$ cat config.mk
export PLATFORM = sky130hd
export DESIGN_NAME = depth_map_stream_decoder
export DESIGN_NICKNAME = d
export VERILOG_FILES = /design/src/sv/dmsd_pkg.sv /design/src/sv/dmsd_parse.sv /design/src/sv/depth_map_stream_decoder.sv
export VERILOG_INCLUDE_DIRS = /design/src /design/src/sv
export SDC_FILE = /design/constraint.sdc
export NUM_CORES = 1
export LEC_CHECK = 0
export ABC_AREA = 1
export BUFFER_PORTS_ARGS = -buffer_cell sky130_fd_sc_hd__buf_4
export CAP_MARGIN = 10
export CORE_MARGIN = 3
export CORE_UTILIZATION = 50
export CTS_BUF_LIST = sky130_fd_sc_hd__clkbuf_2 sky130_fd_sc_hd__clkbuf_4 sky130_fd_sc_hd__clkbuf_8
export DETAILED_ROUTE_END_ITERATION = 12
export PLACE_DENSITY = 0.67
export SLEW_MARGIN = 20
export SYNTH_ARGS = -nofsm -noshare
export SYNTH_HDL_FRONTEND = slang
export SYNTH_HIERARCHICAL = 1
export SYNTH_SLANG_ARGS = --single-unit
$ cat constraint.sdc
create_clock -name clk -period 8.5 [get_ports clk]
set_input_delay 2.55 -clock clk [delete_from_list [all_inputs] [get_ports clk]]
set_output_delay 2.55 -clock clk [all_outputs]
set_load 0.1 [all_outputs]
$ cat src/sv/assert_macros.svh
// Assertion macros shared by the depth map decoder RTL.
`ifndef ASSERT_MACROS_SVH
`define ASSERT_MACROS_SVH

// Condition holds at every clock edge outside reset.
`define DMSD_ASSERT_ALWAYS(lbl, cond, msg) \
	lbl: assert property (@(posedge clk) disable iff (!arst_n) (cond)) else $error(msg);

// Antecedent implies consequent in the same cycle.
`define DMSD_ASSERT_IMPL(lbl, ante, cons, msg) \
	lbl: assert property (@(posedge clk) disable iff (!arst_n) (ante) |-> (cons)) else $error(msg);

// Antecedent implies consequent in the next cycle.
`define DMSD_ASSERT_NEXT(lbl, ante, cons, msg) \
	lbl: assert property (@(posedge clk) disable iff (!arst_n) (ante) |=> (cons)) else $error(msg);

`endif

$ cat src/sv/dmsd_pkg.sv
// Types and constants shared by the depth map stream decoder.
`default_nettype none
package dmsd_pkg;

	localparam int MAX_DIM_DEF = 4096;

	localparam int HDR_POS_W = 5;
	localparam logic [HDR_POS_W-1:0] HDR_BYTES = 5'd24;
	localparam logic [HDR_POS_W-1:0] MAGIC_END = 5'd8;
	localparam logic [HDR_POS_W-1:0] WIDTH_END = 5'd16;
	localparam logic [63:0] MAGIC_WORD = 64'h4445_5054_484D_4150;

	typedef enum logic {
		KIND_PIXEL  = 1'b0,
		KIND_STATUS = 1'b1
	} kind_t;

	typedef enum logic [2:0] {
		ST_OK       = 3'd0,
		ST_SHORT    = 3'd1,
		ST_MAGIC    = 3'd2,
		ST_MISMATCH = 3'd3,
		ST_DIM      = 3'd4
	} status_t;

	typedef struct packed {
		kind_t       kind;
		logic [15:0] depth;
		logic [11:0] row;
		logic [11:0] col;
		status_t     status;
		logic        last;
	} result_t;

	// Up to two results caused by one byte, in order.
	typedef struct packed {
		logic [1:0] cnt;
		result_t    first;
		result_t    second;
	} result_pair_t;

endpackage
`default_nettype wire

$ cat src/sv/dmsd_parse.sv
// Header parse, pixel assembly and final status for one payload byte per step.
`default_nettype none
module dmsd_parse
	import dmsd_pkg::*;
#(
	parameter int MAX_DIM = MAX_DIM_DEF
) (
	input  wire logic         clk,
	input  wire logic         arst_n,
	input  wire logic         step,
	input  wire logic [7:0]   data_byte,
	input  wire logic         end_of_data,
	output result_pair_t      pair
);

	localparam int DimW = $clog2(MAX_DIM + 1);

	logic [HDR_POS_W-1:0] hpos_q, hpos_d, hpos_inc;
	logic [63:0]          shift_q, shift_d, shift_inc;
	logic [DimW-1:0]      width_q, width_d;
	logic [DimW-1:0]      height_q, height_d;
	logic [DimW-1:0]      col_q, col_d;
	logic [DimW-1:0]      row_q, row_d;
	logic [7:0]           high_q, high_d;
	logic                 phase_q, phase_d;
	status_t              err_q, err_d;
	logic                 in_hdr, room, dim_big, pix_ok;
	status_t              fin_stat;
	result_t              pix_res, stat_res;

	assign in_hdr    = hpos_q < HDR_BYTES;
	assign hpos_inc  = hpos_q + 1'b1;
	assign shift_inc = {shift_q[55:0], data_byte};
	assign dim_big   = shift_inc > 64'(MAX_DIM);
	assign room      = (width_q != '0) && (row_q < height_q);

	// Next state for the byte in hand
	always_comb begin
		hpos_d   = hpos_q;
		shift_d  = shift_q;
		width_d  = width_q;
		height_d = height_q;
		col_d    = col_q;
		row_d    = row_q;
		high_d   = high_q;
		phase_d  = phase_q;
		err_d    = err_q;
		pix_ok   = 1'b0;
		if (in_hdr) begin
			hpos_d  = hpos_inc;
			shift_d = shift_inc;
			if (hpos_inc == MAGIC_END) begin
				if (shift_inc != MAGIC_WORD && err_q == ST_OK) err_d = ST_MAGIC;
			end else if (hpos_inc == WIDTH_END) begin
				if (dim_big) begin
					width_d = '0;
					if (err_q == ST_OK) err_d = ST_DIM;
				end else begin
					width_d = DimW'(shift_inc);
				end
			end else if (hpos_inc == HDR_BYTES) begin
				if (dim_big) begin
					height_d = '0;
					if (err_q == ST_OK) err_d = ST_DIM;
				end else begin
					height_d = DimW'(shift_inc);
				end
			end
		end else if (!room) begin
			// Excess data or empty map
			if (err_q == ST_OK) err_d = ST_MISMATCH;
		end else if (!phase_q) begin
			high_d  = data_byte;
			phase_d = 1'b1;
		end else begin
			phase_d = 1'b0;
			pix_ok  = (err_q == ST_OK);
			if ({1'b0, col_q} + 1'b1 >= {1'b0, width_q}) begin
				col_d = '0;
				row_d = row_q + 1'b1;
			end else begin
				col_d = col_q + 1'b1;
			end
		end
	end

	// Final status after this byte, short header first
	always_comb begin
		priority if (hpos_d < HDR_BYTES) fin_stat = ST_SHORT;
		else if (err_d != ST_OK) fin_stat = err_d;
		else if (phase_d || ((width_d != '0) && (row_d < height_d))) fin_stat = ST_MISMATCH;
		else fin_stat = ST_OK;
	end

	// Build the results for this byte
	always_comb begin
		pix_res.kind    = KIND_PIXEL;
		pix_res.depth   = {high_q, data_byte};
		pix_res.row     = 12'(row_q);
		pix_res.col     = 12'(col_q);
		pix_res.status  = ST_OK;
		pix_res.last    = !end_of_data;
		stat_res.kind   = KIND_STATUS;
		stat_res.depth  = '0;
		stat_res.row    = '0;
		stat_res.col    = '0;
		stat_res.status = fin_stat;
		stat_res.last   = 1'b1;
		if (pix_ok) begin
			pair.cnt    = end_of_data ? 2'd2 : 2'd1;
			pair.first  = pix_res;
			pair.second = stat_res;
		end else begin
			pair.cnt    = end_of_data ? 2'd1 : 2'd0;
			pair.first  = stat_res;
			pair.second = stat_res;
		end
	end

	// Advance state; clear everything after the final byte
	always_ff @(posedge clk or negedge arst_n) begin
		if (!arst_n) begin
			hpos_q   <= '0;
			shift_q  <= '0;
			width_q  <= '0;
			height_q <= '0;
			col_q    <= '0;
			row_q    <= '0;
			high_q   <= '0;
			phase_q  <= 1'b0;
			err_q    <= ST_OK;
		end else if (step) begin
			if (end_of_data) begin
				hpos_q   <= '0;
				shift_q  <= '0;
				width_q  <= '0;
				height_q <= '0;
				col_q    <= '0;
				row_q    <= '0;
				high_q   <= '0;
				phase_q  <= 1'b0;
				err_q    <= ST_OK;
			end else begin
				hpos_q   <= hpos_d;
				shift_q  <= shift_d;
				width_q  <= width_d;
				height_q <= height_d;
				col_q    <= col_d;
				row_q    <= row_d;
				high_q   <= high_d;
				phase_q  <= phase_d;
				err_q    <= err_d;
			end
		end
	end

endmodule
`default_nettype wire

$ cat src/sv/depth_map_stream_decoder.sv
// Top level of the depth map stream decoder: input stage, parser and result buffer.
//
//  channel  | direction | tdata                          | tuser       | tlast
//  s_axis   | in        | [7:0] data_byte                | -           | end_of_data
//  m_axis   | out       | depth, row, column, status     | result_kind | last
//
// One byte per cycle is taken unless the parser is held; a byte is registered in the input
// stage and parsed once the result buffer has room. A pixel is on m_axis once it is loaded
// into the result buffer. The final byte gives up to two results; while the two-entry
// result buffer holds two results, the input stage is held.
// Reset clears all parser state; a stalled m_axis holds the input stage.
`default_nettype none
module depth_map_stream_decoder
	import dmsd_pkg::*;
#(
	parameter int MAX_DIM = MAX_DIM_DEF
) (
	input  wire logic        clk,
	input  wire logic        arst_n,
	input  wire logic        s_axis_tvalid,
	output logic             s_axis_tready,
	input  wire logic [7:0]  s_axis_tdata,  // [7:0] data_byte
	input  wire logic        s_axis_tlast,
	output logic             m_axis_tvalid,
	input  wire logic        m_axis_tready,
	output logic [47:0]      m_axis_tdata,  // [15:0] depth_value, [27:16] pixel_row,
	                                        // [39:28] pixel_column, [42:40] status, zero above
	output logic             m_axis_tuser,  // [0] result_kind
	output logic             m_axis_tlast
);

`include "assert_macros.svh"

	logic         in_valid_s1;
	logic [7:0]   in_byte_s1;
	logic         in_fin_s1;
	logic [1:0]   out_cnt_q;
	logic         out_head_q;
	result_t      slot_q [2];
	result_t      cur;
	result_pair_t pair;
	logic         out_take, buf_room, step;

	assign out_take      = m_axis_tvalid && m_axis_tready;
	assign buf_room      = (out_cnt_q == 2'd0) || ((out_cnt_q == 2'd1) && out_take);
	assign step          = in_valid_s1 && buf_room;
	assign s_axis_tready = !in_valid_s1 || step;

	// Input stage valid
	always_ff @(posedge clk or negedge arst_n) begin
		if (!arst_n) begin
			in_valid_s1 <= 1'b0;
		end else if (s_axis_tready) begin
			in_valid_s1 <= s_axis_tvalid;
		end
	end

	// Input stage payload
	always_ff @(posedge clk) begin
		if (s_axis_tvalid && s_axis_tready) begin
			in_byte_s1 <= s_axis_tdata;
			in_fin_s1  <= s_axis_tlast;
		end
	end

	dmsd_parse #(
		.MAX_DIM(MAX_DIM)
	) u_parse (
		.clk        (clk),
		.arst_n     (arst_n),
		.step       (step),
		.data_byte  (in_byte_s1),
		.end_of_data(in_fin_s1),
		.pair       (pair)
	);

	// Result buffer count and read pointer
	always_ff @(posedge clk or negedge arst_n) begin
		if (!arst_n) begin
			out_cnt_q  <= 2'd0;
			out_head_q <= 1'b0;
		end else if (step && pair.cnt != 2'd0) begin
			out_cnt_q  <= pair.cnt;
			out_head_q <= 1'b0;
		end else if (out_take) begin
			out_cnt_q  <= out_cnt_q - 2'd1;
			out_head_q <= !out_head_q;
		end
	end

	// Result buffer payload
	always_ff @(posedge clk) begin
		if (step && pair.cnt != 2'd0) begin
			slot_q[0] <= pair.first;
			slot_q[1] <= pair.second;
		end
	end

	assign cur           = slot_q[out_head_q];
	assign m_axis_tvalid = out_cnt_q != 2'd0;
	assign m_axis_tdata  = {5'd0, cur.status, cur.col, cur.row, cur.depth};
	assign m_axis_tuser  = cur.kind;
	assign m_axis_tlast  = cur.last;

	`DMSD_ASSERT_ALWAYS(a_cnt_range, out_cnt_q != 2'd3,
		"result buffer count out of range")
	`DMSD_ASSERT_IMPL(a_status_last, m_axis_tvalid && m_axis_tuser == KIND_STATUS,
		m_axis_tlast, "status item without tlast")
	`DMSD_ASSERT_IMPL(a_pixel_clean, m_axis_tvalid && m_axis_tuser == KIND_PIXEL,
		m_axis_tdata[42:40] == ST_OK, "pixel item with status set")
	`DMSD_ASSERT_NEXT(a_pair_load, step && pair.cnt == 2'd2,
		out_cnt_q == 2'd2 && out_head_q == 1'b0, "result pair not loaded")

endmodule
`default_nettype wire

==> results of run 1 <==
-- kinds of logic after synthesis --
family	share of synthesized area
buffers and inverters	0.107
adders and majority gates	0.0484
other	0.000967
xor gates and xnor gates	0.0151
muxes	0.0561
AOI/OAI and AO/OA	0.0854
DFF	0.533
and+or+nand+nor	0.155
-- Yosys cell counts (4+ instances only) --
master and count:
xor2_1 20, dfrtp_1 129, edfxtp_1 99, clkbuf_1 30, buf_4 47, nor3_1 10, o21ai_1 9, a21oi_1 19
o22ai_1 81, inv_1 152, o21ai_0 54, nand3_1 53, nor2_2 4, buf_12 4, nor2_1 123, mux2_2 6
mux2_4 39, nand2_1 191, inv_2 22, nor4_1 7, ha_1 45, nand4_1 23
-- power by group through the flow --
| stage | clock [mW] | combinational (mW) | sequential (mW) |
|---|---|---|---|
| global route | 1.09 | 2.94 | 1.67 |
| finish | 1.01 | 2.69 | 1.63 |
| CTS | 1.04 | 2.70 | 1.63 |
| floorplan | 0 | 2.19 | 1.61 |
| global placement | 0 | 2.64 | 1.64 |
| detailed placement | 0 | 2.69 | 1.65 |
-- flip-flops by register name, summed over array words and instances, names as in the netlist --
register          cells
out_cnt_q             2
u_parse/phase_q       1
u_parse/row_q        13
u_parse/hpos_q        5
in_byte_s1            8
slot_q               90
u_parse/col_q        13
u_parse/high_q        8
u_parse/err_q         3
out_head_q            1
in_valid_s1           1
u_parse/height_q     13
in_fin_s1             1
u_parse/width_q      13
u_parse/shift_q      56
-- path summary, 6_finish.rpt --
kind | endpoint | slack, ns | cells after the start
max | s_axis_tready | 2.84 | 4
min | u_parse/shift_q[53]$_DFFE_PN0P_ | 0.48 | 2
max reg2reg | slot_q[0][2]$_DFFE_PP_ | 3.82 | 34
min reg2reg | u_parse/shift_q[53]$_DFFE_PN0P_ | 0.48 | 2
max in group asynchronous | out_head_q$_DFFE_PN0P_ | 5.23 | 2
min in group asynchronous | u_parse/col_q[5]$_DFFE_PN0P_ | 2.04 | 1
-- through the flow --
step | utilization | setup WS (ns) | std cells
final | 0.568 | 2.84 | 1607
after global routing | 0.568 | 2.80 | 1607
after CTS | 0.568 | 2.84 | 1607
after detailed placement | 0.533 | 2.84 | 1537
after global placement | 0.533 | 2.85 | 1537
after floorplan | - | 2.58 | 1240
-- final cells by class --
type | count | area [sq um] | area share
multi-input combinational | 752 | 4370 | 0.338
timing repair buffer | 68 | 514 | 0.0397
inverter | 176 | 662 | 0.0511
sequential | 228 | 6200 | 0.479
clock inverter | 8 | 62.6 | 0.00483
clock buffer | 62 | 741 | 0.0572
tap | 313 | 392 | 0.0302
-- layer usage --
layer  GRT usage  vias to the layer above
met5           0                        -
met4      0.0676                        0
met3      0.0370                       49
met2       0.312                      194
met1       0.267                     3881
li1            -                     4056
-- worst reg2reg max path, delay by kind of cell (launching register included) --
kind                     cells  cell delay [ns]
AO/OA/AOI/OAI                2             0.31
XOR/XNOR                     1             0.21
adder cells (fa/ha/maj)      2             0.62
buffers and inverters        6             0.51
flip-flops                   1             0.36
AND/OR/NAND/NOR             23             2.52
==> flow_metrics.tcl, run 1 <==
set metrics [dict create \
    worstHoldStart "u_parse/shift_q[53]$_DFFE_PN0P_" \
    placement_rows 55 \
    critical_path.max_stage_delay_ns 0.31 \
    core_area_sq_um 22800 \
    postPlaceCellArea_sq_um 12100 \
    gpl.final_weighted_congestion 0.860 \
    drc 0 \
    clk-insertion-delay-late_ns 0.53 \
    setup_total_negative_slack_ns 0 \
    post_route_cells_drive_above_1_share 0.170 \
    pwr_density_cell_nw_per_um2 412 \
    net-switching-power_mw 2.51 \
    diodes 0 \
    netlist.top_cell.by_area "dfrtp_1" \
    max_slew_margin 0.303 \
    power.leakage_nw 5.91 \
    max_cap_violations 0 \
    timing.final.max_slew_violations 0 \
    highest-signal-layer "met4" \
    drt_iter0_drc 587 \
    total_power_of_the_final_layout_mw 5.33 \
    fin_nets 1322 \
    groute.usage.overall 0.194 \
    synth-seq-cells 228 \
    post_cts_resized 0 \
    grt_start_max_net_pins 85 \
    cell_internal_pwr_mw 2.82 \
    power.share.clock 0.189 \
    wl_per_cell_um 15.1 \
    synth_enable_flop_cells 99 \
    synth_ff_type "dfrtp_1" \
    period_needed_ns 5.66 \
    vias_in_the_first_global_route 7846 \
    mostFrequentLayoutCell "nand2_1" \
    arrival_ns 3.11 \
    layout-area-overhead-vs-synth_pct 11.2 \
    met1Wirelength_mm 11.0 \
    route.vias.total 8180 \
    postRouteWirelength_mm 24.2 \
    post_synth_inst_count 1196 \
    cp-start-kind "input port" \
    final.fill_count 1953 \
    detailroute.wirelength.met2_mm 11.5 \
    r2r_startpoint "u_parse/col_q[1]$_DFFE_PN0P_" \
    detail-route-antenna-nets 0 \
    dieHeight_um 159 \
    combinational_group_share_of_total_power 0.504 \
    gr-total-overflow 0 \
    critical_path.slowest_cell "buf_4" \
    post_synth_instance_area_sq_um 11600 \
    initial_core_util 0.511 \
    synth_seq_area_share 0.533 \
    grt_pass1_wl_mm 39.2 \
    irDropWorstVdd_v 0.000184 \
    port_buffers 59 \
    clock_sinks 228 \
    clock-skew-final_ns 0.0117 \
    length_of_the_first_detailed_routing_pass_in_iterations 7 \
    unrepaired_setup_endpoints_after_global_routing "false" \
    tritoncts "done" \
    critPathLaunch "m_axis_tready" \
    hold_ws_ns 0.484 \
    dp_hpwl_mm 16.7 \
    power.sequential.fraction 0.307 \
    count_of_h_tree_levels_built_during_cts 2 \
    result_of_the_run "finished, final reports clean" \
    synthDistinctLibCells 37 \
    fmax_mhz 177 \
    overall_die_area_sq_um 25100 \
    postCtsHoldBufs 0 \
    worstPathMaxFanout 3 \
    netSwitchingFraction 0.471 \
    worstPathBufferInverterCount 2 \
    min_path_type "flip-flop to flip-flop" \
    type_of_the_setup_path_with_the_least_slack "input port to output port" \
    die_width_um 159 \
    report.final.setup_viol 0 \
    cts.clk_slew.worst_paths_ns 0.06 \
    post_synth_main_area_contributors "dfrtp_1 (28%), edfxtp_1 (26%), nand2_1 (6.2%)" \
    final_hold_violation_count 0 \
    cpLargestDelayFamily "buffers and inverters" \
    max_slew.worst_pin.slew_ns 1.05 \
    post-synth-top-area-fraction 0.277 \
    finish.instance_area_sq_um 12900 \
    length_of_routed_met3_wiring_mm 1.11 \
    syn_avg_cell_area_sq_um 9.73 \
    layout_worst_path_cycle_share 0.666 \
    cts_buffers 38 \
    top_level_ports 65 \
    worst_endpoint_required_time_ns 5.95 \
    end_kind "output port" \
    antenna_found_initial 0 \
    asyncSetResetFlopFracSynth 0.566 \
    clock_tree.root_cell "clkbuf_8" \
    cp_common_cell "buf_4" \
    critical_path.cell_chain "buf_4 -> nand2_1 -> nand3_1 -> buf_4" \
    cts_setup_buffers 0 \
    commonest_cells_after_routing_fill_and_taps_aside "nand2_1 (191), inv_1 (151), dfrtp_1 (128), nor2_1 (123), edfxtp_1 (99)" \
    synthesis.yosys.warnings 6 \
    cts-root-to-sink-buffers 3 \
    drt-vias-per-instance 5.09 \
]
(Power assumes the default switching activity.)
==> inputs of run 2 (changes only) <==
==> constraint.sdc (replaced) <==
create_clock -name clk -period 5.6 [get_ports clk]
set_input_delay 1.68 -clock clk [delete_from_list [all_inputs] [get_ports clk]]
set_output_delay 1.68 -clock clk [all_outputs]
set_load 0.1 [all_outputs]
==> flow_metrics.tcl, run 2 (synthesis results as in run 1) <==
set metrics [dict create \
    dieHeight_um 159 \
    clk-insertion-delay-late_ns 0.53 \
    cell_internal_pwr_mw 4.26 \
    power.leakage_nw 5.91 \
    cp-start-kind "flip-flop" \
    max_cap_violations 0 \
    worst_endpoint_required_time_ns 5.99 \
    groute.usage.overall 0.200 \
    reg2regPathDepth 34 \
    type_of_the_setup_path_with_the_least_slack "flip-flop to flip-flop" \
    irDropWorstVdd_v 0.000323 \
    clock_tree.root_cell "clkbuf_8" \
    cts_buffers 39 \
    route.vias.total 8246 \
    vias_in_the_first_global_route 8009 \
    critical_path.slowest_cell "dfrtp_1" \
    combinational_group_share_of_total_power 0.497 \
    arrival_ns 4.74 \
    cts-root-to-sink-buffers 3 \
    largest_register_ffs 90 \
    cts_setup_buffers 0 \
    registers.top_by_ff_count "slot_q" \
    timing.final.max_slew_violations 0 \
    layout_worst_path_cycle_share 0.776 \
    holdPathStages 2 \
    length_of_the_first_detailed_routing_pass_in_iterations 5 \
    tritoncts "done" \
    commonest_cells_after_routing_fill_and_taps_aside "nand2_1 (191), inv_1 (151), dfrtp_1 (128), nor2_1 (123), edfxtp_1 (99)" \
    drt-vias-per-instance 5.12 \
    port_buffers 59 \
    power.share.clock 0.188 \
    netSwitchingFraction 0.472 \
    clock-skew-final_ns 0.0236 \
    groute.layer.met1.usage 0.283 \
    overall_die_area_sq_um 25100 \
    fin_nets 1325 \
    post_route_cells_drive_above_1_share 0.170 \
    drc 0 \
    antenna_found_initial 0 \
    layout-area-overhead-vs-synth_pct 11.4 \
    report.final.setup_viol 0 \
    wl_per_cell_um 15.1 \
    initial_core_util 0.511 \
    gpl.final_weighted_congestion 0.855 \
    diodes 0 \
    drt_iter0_drc 611 \
    cp_common_cell "nand2_1" \
    min_path_type "flip-flop to flip-flop" \
    clock_sinks 228 \
    count_of_h_tree_levels_built_during_cts 2 \
    grt.met3_usage 0.0353 \
    hold_ws_ns 0.486 \
    max_slew_margin 0.315 \
    setup_total_negative_slack_ns 0 \
    cts.clk_slew.worst_paths_ns 0.06 \
    die_width_um 159 \
    detail-route-antenna-nets 0 \
    fmax_mhz 230 \
    period_needed_ns 4.35 \
    top_level_ports 65 \
    busiest_layer "met2" \
    grt_start_max_net_pins 75 \
    final_hold_violation_count 0 \
    power.sequential.fraction 0.315 \
    result_of_the_run "finished, final reports clean" \
    end_kind "flip-flop" \
    pwr_density_cell_nw_per_um2 622 \
    core_area_sq_um 22800 \
    gr-total-overflow 0 \
    max_slew.worst_pin.slew_ns 1.03 \
    critical_path.max_stage_delay_ns 0.38 \
    met2_usage 0.317 \
    postCtsHoldBufs 0 \
    grt_pass1_wl_mm 40.3 \
    postRouteWirelength_mm 24.4 \
    net-switching-power_mw 3.80 \
    dp_hpwl_mm 17.0 \
    unrepaired_setup_endpoints_after_global_routing "false" \
    placement_rows 55 \
    mostFrequentLayoutCell "nand2_1" \
    post_cts_resized 0 \
    worstPathMaxFanout 8 \
    biggestRegsByFlops "slot_q x90, u_parse/shift_q x56" \
]
-- run 2: changes by cell type in the layout (fill, tap and decap cells not counted), moves of 2 or more --
cell      before  now
buf_4         67   70
clkbuf_4      18   15
clkbuf_8      44   47
clkinv_1       4    7
clkinv_2       6    4
-- run 2: worst max-delay path, delay by kind of cell (launching register included) --
kind,cells,cell delay (ns)
AOI/OAI and AO/OA,2,0.30
adders and majority gates,2,0.60
buffers and inverters,6,0.43
and+or+nand+nor,23,2.30
xor gates and xnor gates,1,0.20
DFF,1,0.38
-- run 2: power groups by stage --
stage | clock network, mW | registers (mW) | logic (mW)
detailed placement | 0 | 2.56 | 4.01
CTS | 1.56 | 2.54 | 4.01
floorplan | 0 | 2.45 | 3.33
global route | 1.65 | 2.60 | 4.40
finish | 1.52 | 2.54 | 4.01
global placement | 0 | 2.55 | 3.95
-- run 2: metrics by stage --
stage	cells	utilization	setup WS, ns	total power [mW]	area (sq um)
floorplan	1240	-	1.38	5.77	11800
global placement	1539	0.534	1.41	6.50	12200
detailed placement	1539	0.534	1.29	6.57	12200
CTS	1611	0.569	1.26	8.11	13000
global route	1611	0.569	0.580	8.65	13000
finish	1611	0.569	1.25	8.07	13000
-- run 2: routing by layer --
| metal | wire [um] | vias to the layer above |
|---|---|---|
| li1 | - | 4084 |
| met1 | 11300 | 3943 |
| met2 | 11300 | 178 |
| met3 | 1150 | 41 |
| met4 | 566 | 0 |
| met5 | 0 | - |
-- run 2: worst paths after layout --
kind / to / start / slack [ns]
min in group asynchronous: u_parse/col_q[5]$_DFFE_PN0P_ / arst_n / 1.29
worst max-delay path: slot_q[0][2]$_DFFE_PP_ / u_parse/col_q[2]$_DFFE_PN0P_ / 1.25
max in group asynchronous: u_parse/col_q[0]$_DFFE_PN0P_ / arst_n / 3.29
worst max register to register: slot_q[0][2]$_DFFE_PP_ / u_parse/col_q[2]$_DFFE_PN0P_ / 1.25
worst min register to register: u_parse/shift_q[53]$_DFFE_PN0P_ / u_parse/shift_q[53]$_DFFE_PN0P_ / 0.49
worst min-delay path: u_parse/shift_q[53]$_DFFE_PN0P_ / u_parse/shift_q[53]$_DFFE_PN0P_ / 0.49
-- run 2: final cells by class --
type,instances,area (sq um)
Fill cell,1965,9810
Sequential cell,228,6200
Multi-Input combinational cell,752,4370
Clock buffer,62,759
Inverter,176,662
Timing Repair Buffer,70,526
Tap cell,313,392
Clock inverter,10,50.0
==> inputs of run 3 (changes only) <==
==> constraint.sdc (replaced) <==
create_clock -name clk -period 4.55 [get_ports clk]
set_input_delay 1.365 -clock clk [delete_from_list [all_inputs] [get_ports clk]]
set_output_delay 1.365 -clock clk [all_outputs]
set_load 0.1 [all_outputs]
==> flow_metrics.tcl, run 3 (synthesis results as in run 1) <==
set metrics [dict create \
    worstPathBufferInverterCount 4 \
    cts.clk_slew.worst_paths_ns 0.07 \
    vias_in_the_first_global_route 8114 \
    multi_input_area_sq_um 4510 \
    grt_pass1_wl_mm 40.2 \
    cts-root-to-sink-buffers 3 \
    drc 0 \
    postCtsHoldBufs 0 \
    port_buffers 59 \
    length_of_the_first_detailed_routing_pass_in_iterations 5 \
    gr-total-overflow 0 \
    critical_path.max_stage_delay_ns 0.38 \
    fin_nets 1336 \
    power.sequential.fraction 0.305 \
    unrepaired_setup_endpoints_after_global_routing "true" \
    layout_worst_path_cycle_share 0.948 \
    count_of_h_tree_levels_built_during_cts 2 \
    post_route_cells_drive_above_1_share 0.199 \
    die_width_um 159 \
    cp_common_cell "nand2_1" \
    placement_rows 55 \
    cell_internal_pwr_mw 5.35 \
    place.detailed.instances 1540 \
    irDropWorstVdd_v 0.000351 \
    critical_path.slowest_cell "dfrtp_1" \
    period_needed_ns 4.31 \
    final.setup.worst_slack_ns 0.239 \
    route.vias.total 8271 \
    report.final.setup_viol 0 \
    max_cap_violations 0 \
    grt_start_max_net_pins 62 \
    drt-vias-per-instance 5.10 \
    registers.top_by_ff_count "slot_q" \
    clock_tree.root_cell "clkbuf_8" \
    antenna_found_initial 0 \
    initial_core_util 0.511 \
    cpLargestDelayFamily "simple AND/OR/NAND/NOR gates" \
    gpl.final_weighted_congestion 0.883 \
    final_hold_violation_count 0 \
    tritoncts "done" \
    mostFrequentLayoutCell "nand2_1" \
    cp-start-kind "flip-flop" \
    detail-route-antenna-nets 0 \
    clock_sinks 228 \
    clock-skew-final_ns 0.0293 \
    worst_endpoint_required_time_ns 4.82 \
    combinational_group_share_of_total_power 0.507 \
    result_of_the_run "finished, final reports clean" \
    timing.final.max_slew_violations 0 \
    largest_register_ffs 90 \
    biggestRegsByFlops "slot_q x90, u_parse/shift_q x56" \
    max_slew_margin 0.323 \
    arrival_ns 4.58 \
    overall_die_area_sq_um 25100 \
    top_level_ports 65 \
    register_cell_area_after_layout_sq_um 6200 \
    clk-insertion-delay-late_ns 0.54 \
    drt_iter0_drc 572 \
    worstPathMaxFanout 5 \
    dp_hpwl_mm 16.8 \
    place_worst_setup_slack_ns 0.147 \
    dieHeight_um 159 \
    diodes 0 \
    min_path_type "flip-flop to flip-flop" \
    power.leakage_nw 5.98 \
    end_kind "flip-flop" \
    pwr_density_cell_nw_per_um2 766 \
    power.share.clock 0.188 \
    netSwitchingFraction 0.472 \
    net-switching-power_mw 4.78 \
    postRouteWirelength_mm 24.5 \
    groute.usage.overall 0.197 \
    total_power_of_the_final_layout_mw 10.1 \
    type_of_the_setup_path_with_the_least_slack "flip-flop to flip-flop" \
    fmax_mhz 232 \
    commonest_cells_after_routing_fill_and_taps_aside "nand2_1 (184), inv_1 (147), dfrtp_1 (128), nor2_1 (115), edfxtp_1 (99)" \
    cts_buffers 40 \
    max_slew.worst_pin.slew_ns 1.02 \
    final.fill_count 1949 \
    layout.cells.non_filler 1622 \
    layout-area-overhead-vs-synth_pct 13.6 \
    wl_per_cell_um 15.1 \
    core_area_sq_um 22800 \
]
==> run 3: cell count changes in the layout (fill, tap and decap cells not counted), sizes merged <==
cell / before / now
clkinv: 11 / 15
clkbuf: 62 / 58
inv: 174 / 173
buf: 70 / 80
bufinv: 0 / 1
clkinvlp: 1 / 2
==> run 3: through the flow <==
step,utilization,area (sq um),hold slack (ns),setup TNS [ns]
finish,0.580,13200,0.501,0
global placement,0.535,12200,0.471,0
detailed placement,0.535,12200,0.476,0
CTS,0.571,13000,0.491,0
global route,0.580,13200,0.515,-0.162
floorplan,-,11800,0.454,0
==> run 3: power by group through the flow <==
stage          clock network [mW]  logic [mW]  registers [mW]
2_1_floorplan                   0        4.09            3.01
3_3_place_gp                    0        4.91            3.11
3_5_place_dp                    0        4.98            3.12
4_1_cts                      1.96        4.99            3.09
5_1_grt                      2.05        5.62            3.16
6_report                     1.90        5.13            3.09
==> run 3: path summary, 6_finish.rpt <==
kind                                                  from                              end  slack, ns  depth (start not counted)
max in group asynchronous                           arst_n  u_parse/shift_q[55]$_DFFE_PN0P_       2.81                          2
setup / recovery              u_parse/col_q[0]$_DFFE_PN0P_           slot_q[0][2]$_DFFE_PP_       0.24                         33
hold / removal             u_parse/shift_q[49]$_DFFE_PN0P_  u_parse/shift_q[49]$_DFFE_PN0P_       0.50                          2
min in group asynchronous                           arst_n     u_parse/col_q[4]$_DFFE_PN0P_       0.86                          1
setup reg to reg              u_parse/col_q[0]$_DFFE_PN0P_           slot_q[0][2]$_DFFE_PP_       0.24                         33
hold reg to reg            u_parse/shift_q[49]$_DFFE_PN0P_  u_parse/shift_q[49]$_DFFE_PN0P_       0.50                          2
==> run 3: cell type report <==
cell class | instances | area share
Clock buffer | 58 | 0.0547
Clock inverter | 15 | 0.00738
Inverter | 176 | 0.0503
Multi-Input combinational cell | 752 | 0.341
Sequential cell | 228 | 0.469
Tap cell | 313 | 0.0296
Timing Repair Buffer | 80 | 0.0476
==> run 3: per-layer routing <==
layer,vias up,track usage,wire (um)
met2,169,0.318,11500
met5,-,0,0
met1,3983,0.271,11400
li1,4092,-,-
met4,0,0.0627,384
met3,27,0.0394,1130
==> run 3: worst min-delay path, cell delays in order (launching register included) <==
cell and delay, ns:
dfrtp_1 0.34, nand2_1 0.05, o21ai_0 0.07
==> run 3: repair_timing <==
action                                  4_1_cts  5_1_grt
buffers inserted                              0        9
resized for setup                             0       38
endpoints found under the setup margin        0        4
